<file path="config.mk">
export PLATFORM = sky130hd
export DESIGN_NAME = hds_rms
export DESIGN_NICKNAME = d
export VERILOG_FILES = /design/src/sv/hds_pkg.sv /design/src/sv/hds_rms.sv
export SDC_FILE = /design/constraint.sdc
export NUM_CORES = 1
export LEC_CHECK = 0
export BUFFER_PORTS_ARGS = -buffer_cell sky130_fd_sc_hd__buf_4
export CAP_MARGIN = 20
export CORE_MARGIN = 5
export CORE_UTILIZATION = 35
export CTS_BUF_LIST = sky130_fd_sc_hd__clkbuf_4 sky130_fd_sc_hd__clkbuf_8
export DETAILED_ROUTE_END_ITERATION = 6
export HOLD_SLACK_MARGIN = 0.1
export PLACE_DENSITY_LB_ADDON = 0.1
export SYNTH_ARGS = -nofsm -noshare
export SYNTH_HDL_FRONTEND = slang
export SYNTH_SLANG_ARGS = --single-unit
</file>
<file path="constraint.sdc">
create_clock -name clk -period 10.75 [get_ports clk]
set_clock_uncertainty 0.2 [all_clocks]
set_input_delay 1.6125 -clock clk [delete_from_list [all_inputs] [get_ports clk]]
set_output_delay 1.6125 -clock clk [all_outputs]
set_load 0.01 [all_outputs]
</file>
<file path="src/sv/hds_pkg.sv">
// Package: constants, register addresses and helpers for the heat diffusion stencil block
package hds_pkg;
	localparam int MaxColsDef = 1024;
	localparam int MaxRowsDef = 1024;
	localparam logic [10:0] ColsReset = 11'd64;
	localparam logic [10:0] RowsReset = 11'd64;
	localparam logic [15:0] CoeffReset = 16'd16384;
	localparam logic [3:0] AddrCols = 4'h0;
	localparam logic [3:0] AddrRows = 4'h4;
	localparam logic [3:0] AddrCoeff = 4'h8;

	typedef struct packed {
		logic start;
		logic [63:0] sum;
		logic [21:0] count;
	} div_req_t;
endpackage

</file>
<file path="src/sv/hds_rms.sv">
// Frame-end unit: mean by restoring division, then bitwise integer square root
module hds_rms (
	input  logic clk,
	input  logic arst_n,
	input  hds_pkg::div_req_t req,
	output logic busy,
	output logic done,
	output logic [31:0] rms
);
	typedef enum logic [1:0] {IDLE, DIV, SQRT} st_t;
	st_t st_q;
	logic [63:0] quo_q;
	logic [64:0] rem_q;
	logic [21:0] den_q;
	logic [6:0] cnt_q;
	logic [63:0] x_q, res_q, bit_q;
	logic [64:0] rem_sh;
	logic [63:0] trial;

	assign busy = (st_q != IDLE);
	assign rem_sh = {rem_q[63:0], quo_q[63]};
	assign trial = res_q + bit_q;

	always_ff @(posedge clk or negedge arst_n) begin
		if (!arst_n) begin
			st_q <= IDLE;
			done <= 1'b0;
			rms <= '0;
		end else begin
			case (st_q)
				IDLE: begin
					done <= 1'b0;
					if (req.start) begin
						quo_q <= req.sum;
						rem_q <= '0;
						den_q <= req.count;
						cnt_q <= 7'd0;
						st_q <= DIV;
					end
				end
				DIV: begin
					done <= 1'b0;
					if (rem_sh >= {43'd0, den_q}) begin
						rem_q <= rem_sh - {43'd0, den_q};
						quo_q <= {quo_q[62:0], 1'b1};
					end else begin
						rem_q <= rem_sh;
						quo_q <= {quo_q[62:0], 1'b0};
					end
					if (cnt_q == 7'd63) begin
						st_q <= SQRT;
						cnt_q <= 7'd0;
						res_q <= '0;
						bit_q <= 64'd1 << 62;
					end else begin
						cnt_q <= cnt_q + 7'd1;
					end
				end
				SQRT: begin
					if (cnt_q == 7'd0) begin
						if (quo_q[63:48] != 16'd0) begin
							rms <= 32'hFFFF_FFFF;
							done <= 1'b1;
							st_q <= IDLE;
						end else begin
							x_q <= {quo_q[47:0], 16'd0};
							cnt_q <= 7'd1;
							done <= 1'b0;
						end
					end else begin
						if (x_q >= trial) begin
							x_q <= x_q - trial;
							res_q <= (res_q >> 1) + bit_q;
						end else begin
							res_q <= res_q >> 1;
						end
						bit_q <= bit_q >> 2;
						cnt_q <= cnt_q + 7'd1;
						if (bit_q == 64'd1) begin
							rms <= 32'((x_q >= trial) ? ((res_q >> 1) + bit_q) : (res_q >> 1));
							done <= 1'b1;
							st_q <= IDLE;
						end else begin
							done <= 1'b0;
						end
					end
				end
				default: begin
					done <= 1'b0;
					st_q <= IDLE;
				end
			endcase
		end
	end
endmodule
</file>
Word-level counts from Yosys, hierarchy flattened
Cells that the tools add are included.
Widths: inputs -> output; s select.
{"block": "op_classes", "addsub": 5, "n_mul": 0, "div_mod_pow": 0, "order_cmp": 2, "n_eq_ne": 12, "shift": 0, "muxes": 34, "bitwise_logic": 0, "n_reduce_logical": 16}
{"op": "$mux 64", "n": 11}
{"op": "$pmux 64 s2", "n": 4}
{"op": "$mux 32", "n": 3}
{"op": "$ge 65x22->1", "n": 1}
{"op": "$add 63x64->64", "n": 1}
{"op": "$add 64x64->64", "n": 1}
{"op": "$eq 64x1->1 const B", "n": 1}
{"op": "$ge 64x64->1", "n": 1}
{"op": "$sub 64x22->64", "n": 1}
{"op": "$sub 64x64->64", "n": 1}
{"op": "$mux 7", "n": 4}
{"op": "$pmux 7 s3", "n": 1}
{"op": "$reduce_and 4->1", "n": 4}
{"op": "$reduce_bool 16->1", "n": 1}
{"op": "$mux 2", "n": 5}
{"op": "$reduce_bool 2->1", "n": 5}
{"op": "$ne 3x3->1 const B", "n": 3}
{"op": "$reduce_and 3->1", "n": 3}
{"op": "$ne 2x2->1 const B", "n": 4}
{"op": "$add 7x1->7 const B", "n": 1}
{"op": "$eq 7x6->1 const B", "n": 1}
{"op": "$logic_not 7->1", "n": 1}
{"op": "$pmux 2 s3", "n": 1}
{"op": "$mux 1", "n": 5}
{"op": "5 further kinds", "n": 5}
{"block": "totals", "register_bits": 384, "latch_bits": 0, "mem_bits_rw": 0, "romBits": 0, "input_bits": 89, "word_cells": 79, "memories": 0}

Depth between registers and ports, before layout
Gate-level depths: netlist of run 1.
{"block": "logic_depth", "word_depth": 5, "ltp_mapped": 27}

Worst setup path before layout of run 1
Ideal clock, no wire load.
{"block": "synth_path", "kind": "register to register", "start": "reg res_q[2]", "end": "reg x_q[0] (enable)", "setup_time_ns": 0.581, "arrival_time_ns": 9.525, "setup_slack_ns": 0.443, "path_stages_with_launch": 25, "n_path_buf": 3, "path_cell_list": "edfxtp_1 ha_1 a31oi_1 a211oi_1 a21oi_1 nor2_1 nor2_1 nor2_1 or2_2 a21oi_1 o31ai_1 a31oi_1 o21ai_0 xnor2_1 ha_1 clkbuf_1 a21oi_1 o21ai_0 a21oi_1 o21ai_0 nor2_1 o31a_1 buf_2 buf_1 a211oi_1"}
{"block": "synth_between", "elab_chain_cells": 4}
{"element": "from (decl)", "line": "hds_rms.sv:16", "text": "logic [63:0] x_q, res_q, bit_q;"}
{"element": "from (signal assigned)", "line": "hds_rms.sv:73", "text": "res_q <= (res_q >> 1) + bit_q;"}
{"element": "from (signal assigned)", "line": "hds_rms.sv:75", "text": "res_q <= res_q >> 1;"}
{"element": "$add 64x64->64", "line": "hds_rms.sv:22", "text": "assign trial = res_q + bit_q;"}
{"element": "$ge 64x64->1", "line": "hds_rms.sv:71", "text": "if (x_q >= trial) begin"}
{"element": "$reduce_bool 2->1 (no source line)"}
{"element": "$reduce_and 4->1 (no source line)"}
{"element": "to (signal assigned)", "line": "hds_rms.sv:66", "text": "x_q <= {quo_q[47:0], 16'd0};"}
{"element": "to (signal assigned)", "line": "hds_rms.sv:72", "text": "x_q <= x_q - trial;"}
{"element": "to (decl)", "line": "hds_rms.sv:16"}
No other way between the ends.
A chain may end at the register's enable or synchronous reset.

Worst setup path in the final report of run 1
{"block": "layout_path", "start": "reg res_q[2]", "end": "reg res_q[29] (data pin)"}
{"block": "layout_between", "elab_chain_cells": 5, "word_cells_on_any_way": 6, "cone_classes": "add/sub (2); order compare (1); mux (3)"}
{"element": "$add 64x64->64", "line": "hds_rms.sv:22"}
{"element": "$ge 64x64->1", "line": "hds_rms.sv:71"}
{"element": "$mux 64 (*)", "line": "hds_rms.sv:71"}
{"element": "$mux 64 (*)", "line": "hds_rms.sv:60", "text": "if (cnt_q == 7'd0) begin"}
{"element": "$pmux 64 s2 (*)", "line": "hds_rms.sv:30", "text": "case (st_q)"}
Every way passes the cells marked *; elsewhere a longest branch is shown, timed or not. The select of a mux whose other input is x is not followed.

==> results of run 1 <==
layout by cell type, fill, tap and decap left out, drive strengths merged, types with 54 or more instances in the layout:
cell type	instances
a21oi	226
a31oi	59
xnor2	97
inv	59
edfxtp	317
nand2	219
a21o	58
mux2	65
clkbuf	101
xor2	130
nor2	284
nor2b	54
buf	142
ha	158
o21ai	148
and2	71
logic make-up after synthesis:
| kind of cell | after synthesis |
|---|---|
| compound gates | 643 |
| xor+xnor | 227 |
| fa+ha+maj | 160 |
| buf+inv | 141 |
| flops | 352 |
| mux | 84 |
| simple gates | 897 |
cells in the mapped netlist, types with 13 or more instances:
master / count
sky130_fd_sc_hd__a211oi_1: 15
sky130_fd_sc_hd__a21boi_0: 16
sky130_fd_sc_hd__a21o_1: 58
sky130_fd_sc_hd__a21oi_1: 226
sky130_fd_sc_hd__a31oi_1: 59
sky130_fd_sc_hd__and2_1: 70
sky130_fd_sc_hd__and3_1: 27
sky130_fd_sc_hd__clkbuf_1: 78
sky130_fd_sc_hd__dfrtp_1: 35
sky130_fd_sc_hd__edfxtp_1: 317
sky130_fd_sc_hd__ha_1: 158
sky130_fd_sc_hd__inv_1: 57
sky130_fd_sc_hd__mux2_2: 65
sky130_fd_sc_hd__mux2i_1: 19
sky130_fd_sc_hd__nand2_1: 219
sky130_fd_sc_hd__nand2b_1: 17
sky130_fd_sc_hd__nand3_1: 38
sky130_fd_sc_hd__nand4_1: 43
sky130_fd_sc_hd__nor2_1: 283
sky130_fd_sc_hd__nor2b_1: 54
sky130_fd_sc_hd__nor3_1: 50
sky130_fd_sc_hd__nor4_1: 33
sky130_fd_sc_hd__o21a_1: 16
sky130_fd_sc_hd__o21ai_0: 148
sky130_fd_sc_hd__o21bai_1: 29
sky130_fd_sc_hd__o31ai_1: 13
sky130_fd_sc_hd__or3_1: 25
sky130_fd_sc_hd__xnor2_1: 97
sky130_fd_sc_hd__xor2_1: 130
state kept, by name, indices dropped and copies added, names as in the netlist, 2 cells and up:
register / cells
quo_q: 64
rem_q: 64
res_q: 64
x_q: 64
bit_q: 32
rms: 32
den_q: 22
cnt_q: 7
st_q: 2
worst register-to-register path, delay by kind of cell, from the launching register on:
| family | cells | cell delay [ps] |
|---|---|---|
| AOI/OAI and AO/OA | 13 | 3320 |
| xor gates and xnor gates | 2 | 380 |
| adders and majority gates | 2 | 760 |
| buffers and inverters | 1 | 410 |
| DFF | 1 | 460 |
| and+or+nand+nor | 8 | 1260 |
routing by layer:
metal | track usage, % | wire (um) | vias up
met5 | 0 | 13 | -
met4 | 5.150 | 1556 | 2
met3 | 2.837 | 3119 | 113
met2 | 28.28 | 30600 | 428
met1 | 24.76 | 32700 | 9278
li1 | - | - | 9475
area by class of cell:
cell class	count	area, um^2
flip-flops and latches	352	10400
diodes	1	2.502
inverters	57	214.0
repair buffers	142	1079
clock buffers	101	1252
well taps	882	1104
multi-input cells	2011	13210
clock inverters	20	151.4
fillers	6819	41060
power by group:
part / internal [mW] / switching [mW] / leakage [nW]
combinational: 1.70 / 2.51 / 6.34
clock: 0.794 / 0.618 / 0.746
sequential: 2.10 / 0.322 / 3.42
total: 4.60 / 3.45 / 10.5
worst paths after layout:
path	cells past startpoint	slack, ps	end
max in group asynchronous	2	8990	rms[30]
hold reg to reg	2	330	rms[17]
setup reg to reg	26	3670	res_q[29]
setup / recovery	26	3670	res_q[29]
min in group asynchronous	2	940	st_q[1]
hold / removal	2	330	rms[17]
==> summary.log, run 1 <==
qor: status.status complete, no violations
qor: worst_hold_path.hold_path.startpoint rms[17]
qor: floorplanning.num_rows 96
qor: timing.final-hold-violation-count 0
qor: logic_synthesis.synth_seq_cells 352
qor: global_routing.grt_first_pass_wirelength 105,500 um
qor: logic_synthesis.synth_top_cell_area_share 39.53%
qor: drt.ant_nets 0
qor: logic_synthesis.synth-adder-area-share 8.375%
qor: critical_path.critPathLaunchType register
qor: logic_synthesis.synth.distinct_cells 68
qor: logic_synthesis.post_synthesis_cell_type_with_the_largest_combined_area sky130_fd_sc_hd__edfxtp_1
qor: drt.drc 0
qor: critical_path.crit_path_max_fanout 42
qor: pwr.p_per_area 293.6 nW/um^2
qor: timing.maxSlewViolCount 0
qor: drt.vias 19,296
qor: clocking.ctsHtreeMaxLevel 3
qor: critical_path.endpoint_kind register
qor: timing.worstMarginPinSlew 1029 ps
qor: logic_synthesis.synth_seq_area_share 43.17%
qor: logic_synthesis.yosys-top-cells-area sky130_fd_sc_hd__edfxtp_1 40%, sky130_fd_sc_hd__ha_1 8.2%, sky130_fd_sc_hd__xor2_1 4.7%
qor: timing.timing.final.setup_violations 0
qor: critical_path.reg2reg_from res_q[2]
qor: clocking.worstSkewPairLatency 640 ps
qor: clocking.clock_sink_count 352
qor: pwr.worst_ir_drop_vdd 0.0001124 V
qor: placement.dpl.cell_count 3,443
qor: critical_path.timing.setup.critical_path_class register to register
qor: final_layout.finalNetCount 2,882
qor: drt.drt_pass1_iterations 5
qor: drt.avgViaCountPerCell 5.411
qor: final_layout.layout.core_utilization 40.03%
qor: floorplanning.die_w 272.3 um
qor: floorplanning.die-height 272.3 um
qor: global_routing.grt_antenna_before_repair 3
qor: floorplanning.floorplan.initialDensity 35.17%
qor: timing.layout_worst_path_cycle_share 65.83%
qor: logic_synthesis.synthMuxAreaShare 3.829%
qor: floorplanning.die_area 74,150 um^2
qor: clocking.cts_hold_repair.buffers 0
qor: final_layout.drive_above_1_share 13.31%
qor: placement.numPortBuffers 122
qor: clocking.cts_resized 0
qor: global_routing.largest_net_degree_at_the_start_of_global_routing 84
qor: logic_synthesis.post_synth_inst_count 2,504
qor: final_layout.instances_no_fill 3,566
qor: pwr.design_power_total 8.047 mW
qor: logic_synthesis.synth_xor_xnor_area_share 8.256%
qor: clocking.clock_tree_from_tritoncts yes
qor: timing.rsz0062_at_grt false
qor: clocking.clock_slew_at_reported_path_ffs 60 ps
qor: clocking.post_cts_buffers 0
qor: logic_synthesis.yosys.area_share.simple 17.90%
qor: worst_hold_path.timing.hold.worst.class register to register
qor: clocking.cts_buffer_depth 3
qor: logic_synthesis.synth_nets 2,753
qor: global_routing.track_usage 17.65%
qor: logic_synthesis.ys.warnings.count 0
qor: drt.detailedRoute.firstIterationViolations 1,322
qor: logic_synthesis.synth_area_per_cell 9.617 um^2
qor: critical_path.required_time_of_the_worst_setup_path 10,910 ps
qor: timing.slew-limit-headroom 31.38%
qor: logic_synthesis.synth_top_family_by_area simple AND/OR/NAND/NOR gates
qor: timing.fmax 141.3 MHz
qor: floorplanning.ios 123
qor: logic_synthesis.synth-edff-count 317
qor: critical_path.worstSetupStartpoint res_q[2]
qor: timing.final_critical_path_setup_slack 3674 ps
qor: final_layout.area_growth_syn_to_layout 13.80%
qor: floorplanning.core 68,470 um^2
qor: placement.gp_congestion 0.8772
qor: job.maxCapViolations 0
qor: clocking.cts.root.buffer_cell sky130_fd_sc_hd__clkbuf_8
qor: global_routing.grt_overflow_total 0
qor: timing.min_period 7076 ps
qor: drt.wire_per_inst 19.07 um
qor: logic_synthesis.syn_area 24,080 um^2
qor: timing.fin_hold_ws 329.7 ps
qor: critical_path.critical_path.most_common_cell sky130_fd_sc_hd__nor2_1
qor: placement.postPlaceCellArea 25,980 um^2
qor: logic_synthesis.yosys_most_used_dff sky130_fd_sc_hd__edfxtp_1
qor: final_layout.layout.cell_area.non_filler 27,410 um^2
qor: pwr.p_leak 10.51 nW
qor: placement.sum_of_net_half_perimeters_after_detailed_placement 50,110 um
qor: drt.drt_wl_total 68,000 um
qor: critical_path.worst-path-buf-inv 1
qor: critical_path.cp_slowest_stage_delay 550 ps
qor: placement.place_ws 3679 ps
qor: critical_path.crit_slowest_cell sky130_fd_sc_hd__a211oi_1
qor: critical_path.cp_data_arrival_time 7240 ps
qor: timing.fin_setup_tns 0 ps
qor: critical_path.critical-path-top-delay-family compound AO/OA/AOI/OAI gates
qor: logic_synthesis.synth-compound-area-share 16.26%
qor: logic_synthesis.synthArstFlopShare 9.943%
qor: clocking.cts-buffers-inserted 69
qor: global_routing.first_global_vias 19,030
No activity file was read; power rests on OpenSTA's default activity.
==> inputs of run 2 (changes only) <==
clock period = 6.57 ns   (was 10.75 ns; I/O delays follow)
==> run 2 against run 1 <==
  * Count of clock-buffer cells in the layout fell by 1
  * Highest routed layer unchanged
  * Critical endpoint is now x_q[63]
  * Critical path depth did not move
  * Critical path type unchanged
  * Sequential cell count did not move
  * Worst hold slack got worse by 180 ps
  * Die area did not move
  * Wire length fell by 0.20%
  * Sequential share of layout area fell by 0.46 points
  * Fmax rose by 14%
  * Cell count rose by 0.56%
  * Combinational power rose by 67%
  * Clock power rose by 74%
  * First-iteration DRC count fell by 17%
==> summary.log, run 2 (synthesis gave the netlist of run 1 again) <==
qor: status.status complete, no violations
qor: final_layout.layout.cell_area.non_filler 27,740 um^2
qor: timing.maxSlewViolCount 0
qor: floorplanning.floorplan.initialDensity 35.17%
qor: critical_path.rrSetupSlack 350 ps
qor: placement.gp_congestion 0.8885
qor: final_layout.layout.core_utilization 40.52%
qor: final_layout.instances_no_fill 3,586
qor: floorplanning.num_rows 96
qor: drt.vias 19,154
qor: pwr.p_per_area 484.3 nW/um^2
qor: placement.dpl.cell_count 3,449
qor: placement.sum_of_net_half_perimeters_after_detailed_placement 50,140 um
qor: worst_hold_path.timing.hold.worst.class primary input to async pin
qor: clocking.clock_tree_from_tritoncts yes
qor: global_routing.largest_net_degree_at_the_start_of_global_routing 84
qor: drt.drc 0
qor: final_layout.drive_above_1_share 14.58%
qor: global_routing.first_global_vias 19,103
qor: floorplanning.core 68,470 um^2
qor: floorplanning.die_area 74,150 um^2
qor: clocking.post_cts_buffers 0
qor: critical_path.timing.setup.critical_path_class register to register
qor: drt.avgViaCountPerCell 5.341
qor: final_layout.layout.cells.most_common_list 317 x sky130_fd_sc_hd__edfxtp_1, 279 x sky130_fd_sc_hd__nor2_1, 221 x sky130_fd_sc_hd__a21oi_1
qor: clocking.cts_buffer_depth 3
qor: timing.slew-limit-headroom 30.08%
qor: placement.place_ws 269.2 ps
qor: global_routing.gr-usage-met3 2.810%
qor: timing.timing.final.setup_violations 0
qor: clocking.cts.root.buffer_cell sky130_fd_sc_hd__clkbuf_8
qor: timing.layout_worst_path_cycle_share 94.62%
qor: critical_path.endpoint_kind register
qor: final_layout.filler_cells 6,816
qor: critical_path.critPathLaunchType register
qor: final_layout.multi_input_area 13,310 um^2
qor: global_routing.grtUsageMet1 25.31%
qor: drt.drt_pass1_iterations 5
qor: final_layout.area_growth_syn_to_layout 15.20%
qor: final_layout.finalNetCount 2,892
qor: critical_path.worstSetupStartpoint bit_q[0]
qor: pwr.p_leak 10.64 nW
qor: timing.min_period 6216 ps
qor: drt.detailedRoute.firstIterationViolations 1,096
qor: placement.numPortBuffers 122
qor: clocking.clock_slew_at_reported_path_ffs 60 ps
qor: global_routing.grt_overflow_total 0
qor: clocking.cts-buffers-inserted 73
qor: floorplanning.die-height 272.3 um
qor: floorplanning.die_w 272.3 um
qor: global_routing.track_usage 17.80%
qor: final_layout.mostFrequentLayoutCell sky130_fd_sc_hd__edfxtp_1
qor: pwr.worst_ir_drop_vdd 0.0001716 V
qor: timing.fin_hold_ws 145.4 ps
qor: global_routing.grt_antenna_before_repair 2
qor: job.maxCapViolations 0
qor: global_routing.grt_util_met2 28.28%
qor: timing.fin_setup_tns 0 ps
qor: timing.final-hold-violation-count 0
qor: placement.postPlaceCellArea 26,140 um^2
qor: clocking.worstSkewPairLatency 640 ps
qor: global_routing.grt_first_pass_wirelength 106,600 um
qor: critical_path.required_time_of_the_worst_setup_path 6730 ps
qor: drt.drt_wl_total 67,860 um
qor: critical_path.crit_path_max_fanout 9
qor: timing.fmax 160.9 MHz
qor: timing.final_critical_path_setup_slack 353.6 ps
qor: pwr.design_power_total 13.44 mW
qor: final_layout.register_area 10,400 um^2
qor: timing.rsz0062_at_grt false
qor: clocking.clock_sink_count 352
qor: drt.wire_per_inst 18.92 um
qor: clocking.ctsHtreeMaxLevel 3
qor: floorplanning.ios 123
qor: critical_path.reg2reg_from bit_q[0]
qor: global_routing.global_route.peak_usage_layer met2
qor: critical_path.cp_data_arrival_time 6370 ps
qor: drt.ant_nets 0
qor: timing.worstMarginPinSlew 1049 ps
-- run 2: final cells by class --
type | count | area share [%]
timing repair buffer | 148 | 4.199
tap | 882 | 3.978
sequential | 352 | 37.47
antenna | 1 | 0.009020
inverter | 57 | 0.7712
clock inverter | 35 | 1.010
clock buffer | 100 | 4.578
multi-input combinational | 2011 | 47.98
-- run 2: worst paths after layout --
kind                              to  depth (start not counted)
hold / removal                rms[8]                          1
min in group clk           den_q[20]                          1
setup / recovery             x_q[63]                         26
max in group asynchronous    st_q[1]                          1
setup reg to reg             x_q[63]                         26
hold reg to reg              rms[29]                          2
-- run 2: power breakdown --
group	leakage [nW]	internal, mW	switching, mW
Clock	0.825	1.42	1.04
Combinational	6.39	2.86	4.15
Sequential	3.42	3.44	0.523
-- run 2: timing repair --
action | 4_1_cts | 5_1_grt
hold buffers | 0 | 0
hold endpoints to repair | 0 | 0
endpoints found under the setup margin | 0 | 146
resized for setup | 0 | 15
-- run 2: layer usage --
| layer | up-vias | wire (um) |
|---|---|---|
| met2 | 353 | 30330 |
| met1 | 9178 | 33170 |
| met5 | - | 20 |
| met4 | 2 | 1521 |
| met3 | 102 | 2818 |
| li1 | 9519 | - |
-- run 2: worst max-delay path, cell delays in order (launching register included) --
cell and delay, ps:
sky130_fd_sc_hd__edfxtp_1 430, sky130_fd_sc_hd__ha_2 230, sky130_fd_sc_hd__ha_1 210, sky130_fd_sc_hd__a21oi_1 200, sky130_fd_sc_hd__o21ai_0 170, sky130_fd_sc_hd__a31o_2 320
sky130_fd_sc_hd__a21o_1 200, sky130_fd_sc_hd__a31oi_2 220, sky130_fd_sc_hd__nor2_1 70, sky130_fd_sc_hd__o21a_1 200, sky130_fd_sc_hd__a21oi_1 150, sky130_fd_sc_hd__nor2_1 50
sky130_fd_sc_hd__o21ai_1 140, sky130_fd_sc_hd__xor2_1 180, sky130_fd_sc_hd__ha_2 370, sky130_fd_sc_hd__a21oi_1 210, sky130_fd_sc_hd__o21ai_0 170, sky130_fd_sc_hd__a21oi_1 210
sky130_fd_sc_hd__nor2_1 80, sky130_fd_sc_hd__a2111oi_2 370, sky130_fd_sc_hd__o31ai_2 180, sky130_fd_sc_hd__o311a_1 410, sky130_fd_sc_hd__nor2_1 200, sky130_fd_sc_hd__o21bai_1 140
sky130_fd_sc_hd__a311o_1 340, sky130_fd_sc_hd__xnor2_1 160, sky130_fd_sc_hd__o21ai_0 100
==> inputs of run 3 (changes only) <==
clock period = 7.3 ns   (was 6.57 ns; I/O delays follow)
==> run 3 against run 2 <==
  * Global-route usage shrank 0.19 points
  * Sequential power down 9.6%
  * Combinational power decreased by 11%
  * Non-clock buffer count is 9 lower
  * Critical path depth did not move
  * First-iteration DRC count fell by 2.8%
  * Sequential share of layout area rose by 0.41 points
  * Via count rose by 0.10%
  * Power is 12% lower
  * Wire length fell by 1.1%
  * Critical path type unchanged
  * Critical endpoint is now res_q[29]
==> summary.log, run 3 (synthesis gave the netlist of run 1 again) <==
qor: pwr.p_clk_share 17.2%
qor: final_layout.area_growth_syn_to_layout 13.96%
qor: clocking.clock_slew_at_reported_path_ffs 60 ps
qor: drt.drt_pass1_iterations 5
qor: floorplanning.die_area 74,150 um^2
qor: timing.final-hold-violation-count 0
qor: timing.min_period 6726 ps
qor: placement.gp_congestion 0.8891
qor: timing.fmax 148.7 MHz
qor: clocking.worstSkewPairLatency 660 ps
qor: critical_path.crit_path_max_fanout 43
qor: drt.vias 19,174
qor: critical_path.crit_slowest_cell sky130_fd_sc_hd__a211oi_1
qor: clocking.ctsHtreeMaxLevel 3
qor: global_routing.track_usage 17.61%
qor: final_layout.layout.cells.most_common_list 317 x sky130_fd_sc_hd__edfxtp_1, 282 x sky130_fd_sc_hd__nor2_1, 226 x sky130_fd_sc_hd__a21oi_1
qor: timing.fin_setup_tns 0 ps
qor: floorplanning.die_w 272.3 um
qor: pwr.p_per_area 431.1 nW/um^2
qor: final_layout.mostFrequentLayoutCell sky130_fd_sc_hd__edfxtp_1
qor: placement.place_ws 561.8 ps
qor: floorplanning.num_rows 96
qor: placement.numPortBuffers 122
qor: final_layout.instances_no_fill 3,567
qor: floorplanning.die-height 272.3 um
qor: final_layout.drive_above_1_share 13.34%
qor: pwr.switching_fraction 43.04%
qor: critical_path.required_time_of_the_worst_setup_path 7470 ps
qor: critical_path.endpoint_kind register
qor: clocking.clock_tree_from_tritoncts yes
qor: drt.drc 0
qor: pwr.p_comb_share 52.5%
qor: status.status complete, no violations
qor: global_routing.grt_antenna_before_repair 1
qor: timing.timing.final.setup_violations 0
qor: timing.layout_worst_path_cycle_share 92.13%
qor: pwr.design_power_total 11.83 mW
qor: pwr.seq_power_share 30.3%
qor: pwr.internal_power 6.739 mW
qor: critical_path.timing.setup.critical_path_class register to register
qor: final_layout.layout.core_utilization 40.08%
qor: global_routing.largest_net_degree_at_the_start_of_global_routing 118
qor: global_routing.grt_first_pass_wirelength 105,800 um
qor: critical_path.cp_slowest_stage_delay 490 ps
qor: placement.sum_of_net_half_perimeters_after_detailed_placement 49,500 um
qor: global_routing.first_global_vias 19,099
qor: placement.dpl.cell_count 3,439
qor: pwr.worst_ir_drop_vdd 0.0001652 V
qor: global_routing.grt_overflow_total 0
qor: timing.maxSlewViolCount 0
qor: timing.rsz0062_at_grt false
qor: final_layout.finalNetCount 2,881
qor: drt.ant_nets 0
qor: floorplanning.floorplan.initialDensity 35.17%
qor: clocking.post_cts_buffers 0
qor: timing.final_critical_path_setup_slack 574.2 ps
qor: critical_path.critPathLaunchType register
qor: drt.avgViaCountPerCell 5.375
qor: clocking.cts_buffer_depth 3
qor: drt.wire_per_inst 18.81 um
qor: critical_path.rrSetupSlack 570 ps
qor: pwr.p_leak 10.52 nW
qor: job.maxCapViolations 0
qor: drt.drt_wl_total 67,090 um
qor: clocking.cts-buffers-inserted 71
qor: floorplanning.ios 123
qor: worst_hold_path.timing.hold.worst.class primary input to async pin
qor: clocking.clock_sink_count 352
qor: timing.worstMarginPinSlew 779.3 ps
qor: floorplanning.core 68,470 um^2
qor: timing.slew-limit-headroom 46.70%
qor: critical_path.cp_data_arrival_time 6900 ps
qor: drt.detailedRoute.firstIterationViolations 1,065
qor: pwr.p_switching 5.092 mW
qor: clocking.cts.root.buffer_cell sky130_fd_sc_hd__clkbuf_8
run 3: worst paths after layout:
check | start | to | depth (start not counted)
worst max-delay path | bit_q[0] | res_q[29] | 26
worst min-delay path | arst_n | rms[1] | 1
worst max register to register | bit_q[0] | res_q[29] | 26
worst min register to register | rms[13] | rms[13] | 2
max in group asynchronous | arst_n | rms[30] | 1
min in group clk | rms[13] | rms[13] | 2
run 3: cell type report:
type                            count  area [um^2]
Tap cell                          882         1104
Clock buffer                       98         1217
Inverter                           57        214.0
Fill cell                        6884        41020
Antenna cell                        1        2.502
Timing Repair Buffer              139         1121
Multi-Input combinational cell   2011        13210
Clock inverter                     27        175.2
Sequential cell                   352        10400
run 3: power groups by stage:
stage,Sequential (mW),Combinational [mW],Clock [mW]
after CTS,3.58,6.23,2.12
after detailed placement,3.61,6.19,0
after global placement,3.60,6.16,0
after floorplan,3.46,4.65,0
after global routing,3.65,6.96,2.21
final,3.58,6.21,2.04
run 3: metal layers:
metal  up-vias  part of all wire, %  track usage (%)  wire [um]
li1       9476                    -                -          -
met1      9163                   49            24.94      32630
met2       434                   45            28.28      30210
met3       101                  4.3            2.889       2877
met4         0                  2.0            4.323       1362
met5         -                    0                0          0
run 3: per-stage QoR:
step                      cell area [um^2]  hold slack (ps)
after CTS                            27380            213.0
after detailed placement             25990            325.9
after global placement               25990            325.9
final                                27440            251.8
after floorplan                      24100            316.0
after global routing                 27440            246.4
run 3: worst max-delay path, delay by kind of cell, from the launching register on:
kind	cells	cell delay [ps]
XOR/XNOR	2	460
flip-flops	1	440
buffers and inverters	1	230
AO/OA/AOI/OAI	15	3690
adder cells (fa/ha/maj)	3	830
AND/OR/NAND/NOR	5	600
run 3: what timing repair did:
| item | in CTS | in global routing |
|---|---|---|
| hold buffers | 0 | 0 |
| resized for setup | 0 | 1 |
| setup endpoints to repair | 0 | 2 |
